`src/rtl/core/h2nf_pkg.sv`:
```
package h2nf_pkg;

    localparam int DIM_DEFAULT = 64;

    localparam int W_OP     = 2;
    localparam int W_POS    = 6;
    localparam int W_SAMPLE = 16;
    localparam int W_COEF   = 28;
    localparam int W_CFG    = 3;

    localparam logic [W_CFG-1:0] LOG_SIDE_RST = 3'd6;

    typedef enum logic [W_OP-1:0] {
        OP_WRITE     = 2'd0,
        OP_TRANSFORM = 2'd1,
        OP_READ      = 2'd2
    } t_op;

    // Status and write strobes from the transform sequencer.
    typedef struct packed {
        logic busy;
        logic done;
        logic scr_we;
        logic coef_we;
    } t_seq_stat;

    // Enables for the three memories.
    typedef struct packed {
        logic smp_we;
        logic coef_re;
        logic scr_we;
        logic coef_we;
    } t_store_ctl;

endpackage

```
`src/rtl/core/h2nf_seq.sv`:
```
module h2nf_seq #(
    parameter int DIM = h2nf_pkg::DIM_DEFAULT
) (
    input  logic                                             i_clk,
    input  logic                                             i_rst_n,
    input  logic                                             i_go,
    input  logic [$clog2(DIM)-1:0]                           i_half0,
    input  logic signed [h2nf_pkg::W_SAMPLE-1:0]             i_smp_rdata,
    input  logic signed [h2nf_pkg::W_COEF-1:0]               i_scr_rdata,
    output logic [2*$clog2(DIM)-1:0]                         o_smp_raddr,
    output logic [((DIM > 2) ? 2*$clog2(DIM)-2 : 1)-1:0]     o_scr_raddr,
    output logic [((DIM > 2) ? 2*$clog2(DIM)-2 : 1)-1:0]     o_scr_waddr,
    output logic signed [h2nf_pkg::W_COEF-1:0]               o_scr_wdata,
    output logic [2*$clog2(DIM)-1:0]                         o_coef_waddr,
    output logic signed [h2nf_pkg::W_COEF-1:0]               o_coef_wdata,
    output h2nf_pkg::t_seq_stat                              o_stat
);
    import h2nf_pkg::*;

    localparam int LD   = $clog2(DIM);
    localparam int HALF = DIM / 2;
    localparam int F    = 2 * LD;
    localparam int SA_W = (DIM > 2) ? 2 * LD - 2 : 1;
    localparam int IJ_W = (LD > 1) ? LD - 1 : 1;
    localparam int W1   = W_COEF + 1;
    localparam int W2   = W_COEF + 2;

    typedef enum logic [3:0] {
        ST_IDLE  = 4'b0001,
        ST_FETCH = 4'b0010,
        ST_SUM   = 4'b0100,
        ST_STORE = 4'b1000
    } t_state;

    t_state            r_state, n_state;
    logic [1:0]        r_ph, n_ph;
    logic [IJ_W-1:0]   r_i, n_i;
    logic [IJ_W-1:0]   r_j, n_j;
    logic [LD-1:0]     r_n, n_n;
    logic              r_first, n_first;

    logic signed [W_COEF-1:0] r_val [3];
    logic signed [W1-1:0]     r_s1, r_s2, r_d1, r_d2;

    logic [LD-1:0]            rd_row, rd_col;
    logic [LD-1:0]            wr_row, wr_col;
    logic signed [W_COEF-1:0] smp_ext;
    logic signed [W_COEF-1:0] cur;
    logic signed [W2-1:0]     avg_sum, c_x, c_y, c_sum;
    logic [1:0]               last_ph;
    logic                     i_last, j_last;

    // Quadrant order within a 2x2 block is a, b, c, d, one read per cycle.
    assign rd_row      = LD'({r_i, r_ph[1]});
    assign rd_col      = LD'({r_j, r_ph[0]});
    assign o_smp_raddr = {rd_row, rd_col};
    assign o_scr_raddr = SA_W'((int'(rd_row) % HALF) * HALF + (int'(rd_col) % HALF));

    // The first level works on samples scaled up to the coefficient format.
    assign smp_ext = W_COEF'(i_smp_rdata);
    assign cur     = r_first ? (smp_ext <<< F) : i_scr_rdata;

    // Store phases: 0 horizontal detail, 1 vertical detail, 2 diagonal detail,
    // 3 final average to the corner (last level only).
    assign avg_sum = W2'(r_s1) + W2'(r_s2);
    assign c_x     = r_ph[0] ? W2'(r_s1) : W2'(r_d1);
    assign c_y     = r_ph[0] ? W2'(r_s2) : W2'(r_d2);
    assign c_sum   = (r_ph[0] ^ r_ph[1]) ? (c_x - c_y) : (c_x + c_y);

    assign wr_row = (r_ph[0] ^ r_ph[1]) ? (r_n + LD'(r_i)) : LD'(r_i);
    assign wr_col = (!r_ph[0]) ? (r_n + LD'(r_j)) : LD'(r_j);

    assign o_coef_waddr = {wr_row, wr_col};
    assign o_coef_wdata = c_sum[W2-1:2];
    assign o_scr_waddr  = SA_W'(int'(r_i) * HALF + int'(r_j));
    assign o_scr_wdata  = avg_sum[W2-1:2];

    assign last_ph = (r_n == LD'(1)) ? 2'd3 : 2'd2;
    assign i_last  = (LD'(r_i) == r_n - LD'(1));
    assign j_last  = (LD'(r_j) == r_n - LD'(1));

    assign o_stat.busy    = (r_state != ST_IDLE);
    assign o_stat.done    = (r_state == ST_STORE) && (r_ph == 2'd3);
    assign o_stat.scr_we  = (r_state == ST_STORE) && (r_ph == 2'd0);
    assign o_stat.coef_we = (r_state == ST_STORE);

    always_comb begin
        n_state = r_state;
        n_ph    = r_ph;
        n_i     = r_i;
        n_j     = r_j;
        n_n     = r_n;
        n_first = r_first;
        case (r_state)
            ST_IDLE: begin
                if (i_go) begin
                    n_state = ST_FETCH;
                    n_ph    = 2'd0;
                    n_i     = '0;
                    n_j     = '0;
                    n_n     = i_half0;
                    n_first = 1'b1;
                end
            end
            ST_FETCH: begin
                n_ph = r_ph + 2'd1;
                if (r_ph == 2'd3) begin
                    n_state = ST_SUM;
                end
            end
            ST_SUM: begin
                n_state = ST_STORE;
                n_ph    = 2'd0;
            end
            ST_STORE: begin
                n_ph = r_ph + 2'd1;
                if (r_ph == last_ph) begin
                    n_ph = 2'd0;
                    if (r_n == LD'(1)) begin
                        n_state = ST_IDLE;
                    end else begin
                        // Writes of this block are done before the next reads,
                        // so no scratch entry is read while its update is pending.
                        n_state = ST_FETCH;
                        if (j_last) begin
                            n_j = '0;
                            if (i_last) begin
                                n_i     = '0;
                                n_n     = r_n >> 1;
                                n_first = 1'b0;
                            end else begin
                                n_i = r_i + IJ_W'(1);
                            end
                        end else begin
                            n_j = r_j + IJ_W'(1);
                        end
                    end
                end
            end
            default: begin
                n_state = ST_IDLE;
            end
        endcase
    end

    always_ff @(posedge i_clk) begin
        if (!i_rst_n) begin
            r_state <= ST_IDLE;
            r_ph    <= 2'd0;
            r_i     <= '0;
            r_j     <= '0;
            r_n     <= '0;
            r_first <= 1'b0;
        end else begin
            r_state <= n_state;
            r_ph    <= n_ph;
            r_i     <= n_i;
            r_j     <= n_j;
            r_n     <= n_n;
            r_first <= n_first;
        end
    end

    always_ff @(posedge i_clk) begin
        if ((r_state == ST_FETCH) && (r_ph != 2'd0)) begin
            r_val[2'(r_ph - 2'd1)] <= cur;
        end
        if (r_state == ST_SUM) begin
            r_s1 <= W1'(r_val[0]) + W1'(r_val[1]);
            r_s2 <= W1'(r_val[2]) + W1'(cur);
            r_d1 <= W1'(r_val[0]) - W1'(r_val[1]);
            r_d2 <= W1'(r_val[2]) - W1'(cur);
        end
    end

endmodule

```
`config.mk`:
```
export PLATFORM = sky130hd
export DESIGN_NAME = h2nf_seq
export DESIGN_NICKNAME = d
export VERILOG_FILES = /design/src/rtl/core/h2nf_pkg.sv /design/src/rtl/core/h2nf_seq.sv
export SDC_FILE = /design/constraint.sdc
export NUM_CORES = 1
export LEC_CHECK = 0
export BUFFER_PORTS_ARGS = -buffer_cell sky130_fd_sc_hd__clkbuf_2
export CAP_MARGIN = 40
export CELL_PAD_IN_SITES_DETAIL_PLACEMENT = 0
export CELL_PAD_IN_SITES_GLOBAL_PLACEMENT = 1
export CORE_ASPECT_RATIO = 0.7
export CORE_MARGIN = 2
export CORE_UTILIZATION = 43
export CTS_CLUSTER_SIZE = 25
export DETAILED_ROUTE_END_ITERATION = 16
export PLACE_DENSITY_LB_ADDON = 0.1
export SLEW_MARGIN = 25
export SYNTH_ARGS = -nofsm -noshare
export SYNTH_HDL_FRONTEND = slang
export SYNTH_SLANG_ARGS = --single-unit
```
`constraint.sdc`:
```
create_clock -name i_clk -period 6.1 [get_ports i_clk]
set_clock_uncertainty 0.05 [all_clocks]
set_input_delay 0.61 -clock i_clk [delete_from_list [all_inputs] [get_ports i_clk]]
set_output_delay 0.61 -clock i_clk [all_outputs]
set_load 0.05 [all_outputs]
```
# Word level (Yosys, flattened, before mapping)
# Memories as Yosys holds them, arrays and structs flattened.
# Index checks and enable logic that the tools add are counted.
[classes] n_addsub=16 muxes=39 n_eq_ne=16 reduce_logical=12 bitwise=1
[ops] cell="2-to-1 mux 30 bit" n=3
[ops] cell="adder 28 x 28 -> 29 bit" n=2
[ops] cell="subtractor 28 x 28 -> 29 bit" n=2
[ops] cell="2-to-1 mux 6 bit" n=7
[ops] cell="2-to-1 mux 5 bit" n=8
[ops] cell="adder 29 x 29 -> 30 bit" n=1
[ops] cell="adder 30 bit" n=1
[ops] cell="subtractor 30 bit" n=1
[ops] cell="2-to-1 mux 28 bit" n=1
[ops] cell="adder 10 x 5 -> 10 bit" n=2
[ops] cell="one-hot mux 5 bit (2 select lines)" n=2
[ops] cell="one-hot mux 4 bit (4 select lines)" n=1
[ops] cell="adder 6 x 5 -> 6 bit" n=2
[ops] cell="== test 5 x 6 -> 1 bit" n=2
[ops] cell="2-to-1 mux 4 bit" n=3
[ops] cell="one-hot mux 6 bit (2 select lines)" n=1
[ops] cell="adder 5 x 1 -> 5 bit (second input constant)" n=2
[ops] cell="2-to-1 mux 1 bit" n=8
[ops] cell="one-hot mux 2 bit (4 select lines)" n=1
[ops] cell="== test 6 x 1 -> 1 bit (second input constant)" n=1
[ops] cell="2-to-1 mux 2 bit" n=3
[ops] cell="inequality test 2 x 1 -> 1 bit (second input constant)" n=3
[ops] cell="inequality test 2 bit (second input constant)" n=3
[ops] cell="AND reduction 6 bit" n=1
[ops] cell="other kinds (20)" n=23
[totals] mem_bits_rw=84 output_inout_bits=104 inputBits=53 mem_count=1 ff_bits=139 elab_cells=95
[memory_table] memory="r_val" depth=3 width=28 read_ports=3 rd_ports_with_merged_regs=0 write_ports=1 line="h2nf_seq.sv:42" rtl="logic signed [W_COEF-1:0] r_val [3];"

# Logic depth before layout (Yosys ltp)
# Gate-level depths: netlist of the first run.
[logic_depth] depth_word=7 ltp_mapped=23 ltp_nobuf=17

# Least setup slack after synthesis of the first run
# No wires, ideal clock.
[synth_path] path_kind="reg2out" startpoint="register r_ph[0]" endpoint="output o_coef_wdata[27] in the netlist's numbering" arrival_ns=6.518 required_ns=5.440 stages_incl_launch_ff=23 slack_ns=-1.078 n_path_buf=5 cell_sequence="dfxtp_1 -> buf_2 -> buf_1 -> buf_2 -> buf_1 -> buf_1 -> mux2i_1 -> ha_1 -> nand2_1 -> or3_1 -> nor3_1 -> a31oi_1 -> xor2_1 -> ha_1 -> a2111oi_0 -> o21ai_0 -> a21oi_1 -> nor2_1 -> a21oi_1 -> o21ai_0 -> o211ai_1 -> o21ai_0 -> xnor2_1"
[synth_between] elab_chain_len=3 elab_cells_between_ends=6 classes_between="add/sub (2); mux (3); bitwise (1)"
[synth_rtl] item="start: declaration" line="h2nf_seq.sv:36" rtl="logic [1:0] r_ph, n_ph;"
[synth_rtl] item="start signal: assignment" line="h2nf_seq.sv:156" rtl="r_ph <= n_ph;"
[synth_rtl] item="2-to-1 mux 30 bit, on equally long branches" line="h2nf_seq.sv:66, h2nf_seq.sv:67"
[synth_rtl] item="adder 30 bit / subtractor 30 bit (equally long branches)" line="h2nf_seq.sv:68" rtl="assign c_sum = (r_ph[0] ^ r_ph[1]) ? (c_x - c_y) : (c_x + c_y);"
[synth_rtl] item="2-to-1 mux 30 bit *" line="h2nf_seq.sv:68"
[synth_rtl] item="end: declaration" line="h2nf_seq.sv:15" rtl="output logic signed [h2nf_pkg::W_COEF-1:0] o_coef_wdata,"
# Every way passes the cells marked *; elsewhere a longest branch is shown, timed or not.

# Worst setup path after layout of the first run
[layout_path] startpoint="register r_ph[0]" endpoint="output o_coef_wdata[26] in the netlist's numbering"
# Same word-level chain as after synthesis.

==> results_dict.tcl, run 1 <==
set metrics [dict create \
    outcome "completed" \
    cp_slowest_stage_delay_ns 0.47 \
    setup_violations 0 \
    global_route.overflow_total 0 \
    cts_buffer_depth 3 \
    mostFrequentLayoutCell "edfxtp_1" \
    yosys.area.top_type "edfxtp_1" \
    clock_sinks 221 \
    hold_viol_final 0 \
    drive_above_1_share_pct 14.42 \
    worst_skew_pair.late_latency_ns 0.57 \
    critPathMaxFanout 19 \
    timing_worst_setup_path_type "flip-flop to output port" \
    max_cap_viol_count 0 \
    crit_start "r_ph[0]" \
    setup_total_negative_slack_ns 0 \
    cts_inserted_buffers 25 \
    insertedDiodeCount 0 \
    place_worst_setup_slack_ns 0.7351 \
    synth_top_cells_by_area "edfxtp_1 (34%), ha_1 (14%), xnor2_1 (6.4%)" \
    remaining_drc_errors 0 \
    avgSynthCellArea_um2 9.602 \
    relSlewSlack_pct 32.30 \
    avgViaCountPerCell 5.487 \
    synthesis.nets 2071 \
    cts_htree_levels 1 \
    power-per-cell-area_nw_per_um2 237.0 \
    seq_power_share_pct 37.2 \
    final.min_clock_period_ns 5.610 \
    die_height_um 172.8 \
    tritoncts "built" \
    timing.fmax_mhz 178.2 \
    post_synth_edffs 198 \
    power_frac_comb_pct 33.0 \
    io-pin-count 157 \
    hold_buffers 0 \
    antenna_found_initial 2 \
    peakVddDrop_mv 0.1887 \
    grt_first_pass_wirelength_um 75170 \
    synth.top_cell.area_share_pct 33.98 \
    wire_length_per_cell_um 19.58 \
    num_vias 13740 \
    rows 61 \
    critical_hold_path_startpoint "i_half0[2]" \
    grt_max_degree 64 \
    critical_path_arrival_ns 4.95 \
    clkPwrFrac_pct 29.8 \
    post_synth_instance_area_um2 17500 \
    synth.yosys.seq_area_share_pct 36.62 \
    ant_nets 0 \
    root_buf_cell "clkbuf_16" \
    area_growth_pct 13.03 \
    min_delay_worst_type "input port to flip-flop" \
    p_sw_uw 1670 \
    synth-warning-count 0 \
    timing_max_transition_violations_final 0 \
    clk_pin_slew_ns 0.06 \
    switching_share_pct 35.63 \
    drt-total-wl_um 49030 \
    synth.ff_latch_count 221 \
    post_layout_net_count 2201 \
    timing.critical_path.slowest_stage_cell "dfxtp_4" \
    finalWeightedCongestion 0.8972 \
    critical_path.endpoint_type "output port" \
    layout.core_utilization_pct 49.54 \
    drt_pass1_iterations 5 \
    rsz0062_at_grt "no" \
    post-route-worst-setup-slack_ns 0.4895 \
    cp_num_buf_inv 1 \
    cp_cell_sequence "mux2i_1, ha_1, nand2_1, or3_1, nor3_4, a31oi_1, xor2_1, ha_1, a2111oi_1, o21ai_0, a21oi_1, nor2_1, a21oi_1, o21ai_1, o211ai_1, a21boi_0, o221a_2, buf_12" \
    intPower_uw 3017 \
    synthArstFlopShare_pct 0 \
    synthesis.instances 1822 \
    timing.critical_path.required_ns 5.44 \
    number_of_global_route_vias_before_repair 12993 \
    detailedPlacementHpwl_um 39020 \
    starting_density_pct 43.83 \
    number_of_distinct_library_cell_variants_in_the_gate_level_netlist_after_synthesis 71 \
    power.leakage_uw 0.008126 \
    design_power_total_uw 4687 \
    grt.total_usage_pct 22.77 \
    ys_dominant_reg_cell "edfxtp_1" \
    fp.dieW_um 245.1 \
    worst_slew_pin_slew_ns 1.003 \
    most-common-layout-cells "edfxtp_1 (198), ha_1 (190), nor2_1 (176)" \
    core_area_um2 39920 \
    period_share_pct 91.98 \
    critPathLaunchType "flip-flop" \
    timing.rr.start "r_first" \
    first_iter_violations 993 \
    port_buffers 156 \
    fp.dieArea_um2 42340 \
    category_of_cells_accounting_for_the_largest_share_of_critical_path_delay "compound AO/OA/AOI/OAI gates" \
]
[tightest hold or removal path: cells and delay by family]
family / cells / cell delay [ns]
buffers and inverters: 1 / 0.09
AOI/OAI and AO/OA: 1 / 0.08
and+or+nand+nor: 1 / 0.05
[cell usage after synthesis, drive strengths merged (38+ instances only)]
cell type / number
a21o: 41
o21ai: 77
xor2: 62
edfxtp: 198
ha: 190
xnor2: 127
nand2: 71
inv: 144
nor2: 178
mux2i: 38
a21oi: 148
mux2: 39
nor3: 49
clkbuf: 39
[power by group through the flow]
stage	Clock (uW)	Sequential (uW)	Combinational (uW)
2_1_floorplan	0	1760	1040
3_3_place_gp	0	1770	1530
3_5_place_dp	0	1780	1530
4_1_cts	1430	1740	1540
5_1_grt	1480	1750	1670
6_report	1400	1740	1550
[registers in the layout, summed over array words and instances, names as in the netlist]
register	cells
r_s2	29
r_s1	28
r_j	5
r_state	4
r_i	5
r_n	6
r_ph	2
r_val	84
r_d2	28
r_first	1
r_d1	29
[what timing repair did]
item	CTS	global route
buffers inserted	0	1
endpoints found under the setup margin	0	5
resized for setup	0	6
[through the flow]
step	area [um2]	instances	hold slack (ns)
after detailed placement	18980	2456	0.4271
after CTS	19710	2500	0.2582
after floorplan	17530	1822	0.4049
after global placement	18980	2456	0.4126
after global routing	19780	2504	0.2672
final	19780	2504	0.2767
[logic make-up (layout without fill, tap and decap cells)]
logic type	count (synthesis)	in the layout	synth area share (%)
buffers and inverters	221	368	5.285
AND/OR/NAND/NOR	479	479	13.29
XOR/XNOR	189	189	9.462
adder cells (fa/ha/maj)	196	196	14.27
flip-flops	221	221	36.62
AO/OA/AOI/OAI	439	439	16.38
multiplexers	77	77	4.684
[cell type report]
class / instances / area (um2)
Fill cell: 3861 / 20140
Multi-Input combinational cell: 1380 / 10210
Sequential cell: 221 / 6411
Timing Repair Buffer: 178 / 1207
Tap cell: 535 / 669.4
Clock buffer: 29 / 640.6
Inverter: 146 / 548.0
Clock inverter: 15 / 86.33
[worst paths after layout]
| path | endpoint | slack [ns] | cells after the start |
|---|---|---|---|
| worst min register to register | r_n[4] | 0.43 | 2 |
| worst min-delay path | r_n[2] | 0.28 | 3 |
| worst max-delay path | o_coef_wdata[26] | 0.49 | 18 |
| worst max register to register | r_d2[26] | 1.31 | 13 |
[routing by layer]
layer / wire length, um / up-vias / GRT usage [%]
met1: 26000 / 6536 / 37.11
met5: 0 / - / 0
li1: - / 6791 / -
met3: 2900 / 43 / 3.166
met2: 19460 / 370 / 31.89
met4: 672 / 0 / 3.303
No activity file was read; power rests on OpenSTA's default activity.
==> run 2: changes to the inputs <==
MAX_ROUTING_LAYER = met4   (was not set)
==> run 2 against run 1 <==
Die area did not move. First-iteration DRC count rose by 3.4%. Power rose by 10%. Routed wire length rose by 1.5%. Clock power rose by 34%. Worst hold slack got worse by 0.016 ns. Utilization rose by 0.77 points. Non-clock buffer count rose by 1. Sequential power barely moved. Critical path depth fell by 2. Count of clock-buffer cells in the layout rose by 3. Critical endpoint is now o_coef_wdata[18]. Largest power group is now clock.
==> results_dict.tcl, run 2 (same netlist as run 1, synthesis figures left out) <==
set metrics [dict create \
    finalWeightedCongestion 0.9336 \
    critical_path_arrival_ns 5.00 \
    avgViaCountPerCell 5.462 \
    worst_skew_pair.late_latency_ns 0.57 \
    layoutNonFillerInstCount 2511 \
    critical_hold_path_startpoint "i_half0[2]" \
    whs_endpoint "r_n[2]" \
    antenna_found_initial 2 \
    worstReg2RegEnd "r_d2[26]" \
    crit_start "r_ph[1]" \
    starting_density_pct 43.83 \
    insertedDiodeCount 0 \
    dp.cells 2457 \
    area_growth_pct 14.80 \
    hold_buffers 0 \
    largestRegisters "r_val (84), r_d1 (29), r_s2 (29)" \
    cts_inserted_buffers 27 \
    rsz0062_at_grt "no" \
    fp.dieArea_um2 42340 \
    die_height_um 172.8 \
    global_route.overflow_total 0 \
    timing.fmax_mhz 176.6 \
    io-pin-count 157 \
    grt_first_pass_wirelength_um 76360 \
    critPathLaunchType "flip-flop" \
    worst_slew_pin_slew_ns 0.8168 \
    reg2reg_depth 12 \
    power.leakage_uw 0.008264 \
    root_buf_cell "clkbuf_16" \
    max_cap_viol_count 0 \
    clock_sinks 221 \
    post_layout_net_count 2204 \
    cts_buffer_depth 3 \
    first_iter_violations 1027 \
    setup_slack_on_the_worst_flop_to_flop_path_ns 1.18 \
    period_share_pct 92.85 \
    switching_share_pct 32.96 \
    tritoncts "built" \
    relSlewSlack_pct 45.18 \
    power_frac_comb_pct 30.1 \
    drt_pass1_iterations 5 \
    hold_path_depth 3 \
    timing_max_transition_violations_final 0 \
    min_delay_worst_type "input port to flip-flop" \
    critical_path.endpoint_type "output port" \
    hold_viol_final 0 \
    p_sw_uw 1703 \
    outcome "completed" \
    drive_above_1_share_pct 14.93 \
    wire_length_per_cell_um 19.81 \
    design_power_total_uw 5167 \
    rows 61 \
    grt_max_degree 65 \
    critPathMaxFanout 13 \
    setup_violations 0 \
    core_area_um2 39920 \
    timing.rr.start "r_first" \
    cts_htree_levels 1 \
    setup_total_negative_slack_ns 0 \
    remaining_drc_errors 0 \
    seq_power_share_pct 33.7 \
    timing_worst_setup_path_type "flip-flop to output port" \
    timing.critical_path.required_ns 5.44 \
    ant_nets 0 \
    grt.total_usage_pct 23.86 \
    mostFrequentLayoutCell "edfxtp_1" \
    clk_pin_slew_ns 0.07 \
    port_buffers 156 \
    power-per-cell-area_nw_per_um2 257.3 \
    final.min_clock_period_ns 5.664 \
    largest_reg_flops 84 \
    most-common-layout-cells "edfxtp_1 (198), ha_1 (190), nor2_1 (176)" \
    intPower_uw 3464 \
    drt-total-wl_um 49750 \
    peakVddDrop_mv 0.2005 \
    clkPwrFrac_pct 36.1 \
    detailedPlacementHpwl_um 39630 \
    num_vias 13714 \
    fp.dieW_um 245.1 \
    registers.top_by_ff_count "r_val" \
    number_of_global_route_vias_before_repair 13178 \
]
==> run 2: cell types whose count changed in the layout (fill, tap and decap cells not counted), moves of 2 or more <==
cell,previous run,this run
bufinv_16,0,9
clkinv_2,8,5
clkinv_1,7,3
clkbuf_16,25,27
==> run 2: worst max-delay path, cell delays in order (launching register included) <==
cell      delay, ns
dfxtp_1        0.49
inv_1          0.12
ha_1           0.56
buf_4          0.28
nor2_1         0.08
xnor2_1        0.22
ha_1           0.31
a21o_1         0.19
a31o_2         0.23
a41oi_1        0.45
o211ai_1       0.27
a21oi_1        0.33
o21ai_0        0.20
o21a_1         0.21
nor2_1         0.12
xnor2_1        0.19
buf_12         0.18
==> run 2: area by class of cell <==
class                           count  area, um2
Clock inverter                     18      334.1
Sequential cell                   221       6411
Fill cell                        3736      19830
Clock buffer                       32      694.4
Tap cell                          535      669.4
Timing Repair Buffer              179       1211
Multi-Input combinational cell   1380      10220
Inverter                          146      548.0
==> run 2: power groups by stage <==
stage,Sequential (uW),Clock (uW),Combinational (uW)
floorplan,1760,0,1040
global placement,1770,0,1540
detailed placement,1770,0,1540
CTS,1740,1910,1550
global route,1750,1960,1670
finish,1740,1870,1560
==> run 2: timing repair <==
item | in CTS | in global routing
resized for setup | 0 | 7
hold endpoints to repair | 0 | 0
setup endpoints to repair | 0 | 6
setup buffers | 0 | 2
==> run 2: metrics by stage <==
stage          hold slack [ns]  instance area, um2  setup slack, ns  utilization, %
2_1_floorplan           0.4049               17530           0.1190               -
5_1_grt                 0.2596               20080          0.03847           50.32
6_report                0.2611               20080           0.4363           50.32
4_1_cts                 0.2440               20020           0.1060           50.16
3_3_place_gp            0.4229               18990           0.7967           47.58
3_5_place_dp            0.4274               18990           0.7196           47.58
==> run 2: per-layer routing <==
| layer | up-vias | track usage (%) | share of wire (%) |
|---|---|---|---|
| met5 | - | - | 0 |
| met3 | 59 | 3.104 | 5.2 |
| met2 | 354 | 32.27 | 39 |
| met4 | 0 | 4.090 | 1.8 |
| met1 | 6524 | 37.69 | 54 |
| li1 | 6777 | - | - |
==> run 2: how the worst max path moves through the flow <==
stage / end / slack [ns] / cells after the start
3_3_place_gp: o_coef_wdata[27] / 0.80 / 17
2_1_floorplan: o_coef_wdata[27] / 0.12 / 22
4_1_cts: o_coef_wdata[27] / 0.11 / 17
3_5_place_dp: o_coef_wdata[27] / 0.72 / 17
5_1_grt: o_coef_wdata[27] / 0.04 / 18
6_report: o_coef_wdata[18] / 0.44 / 16
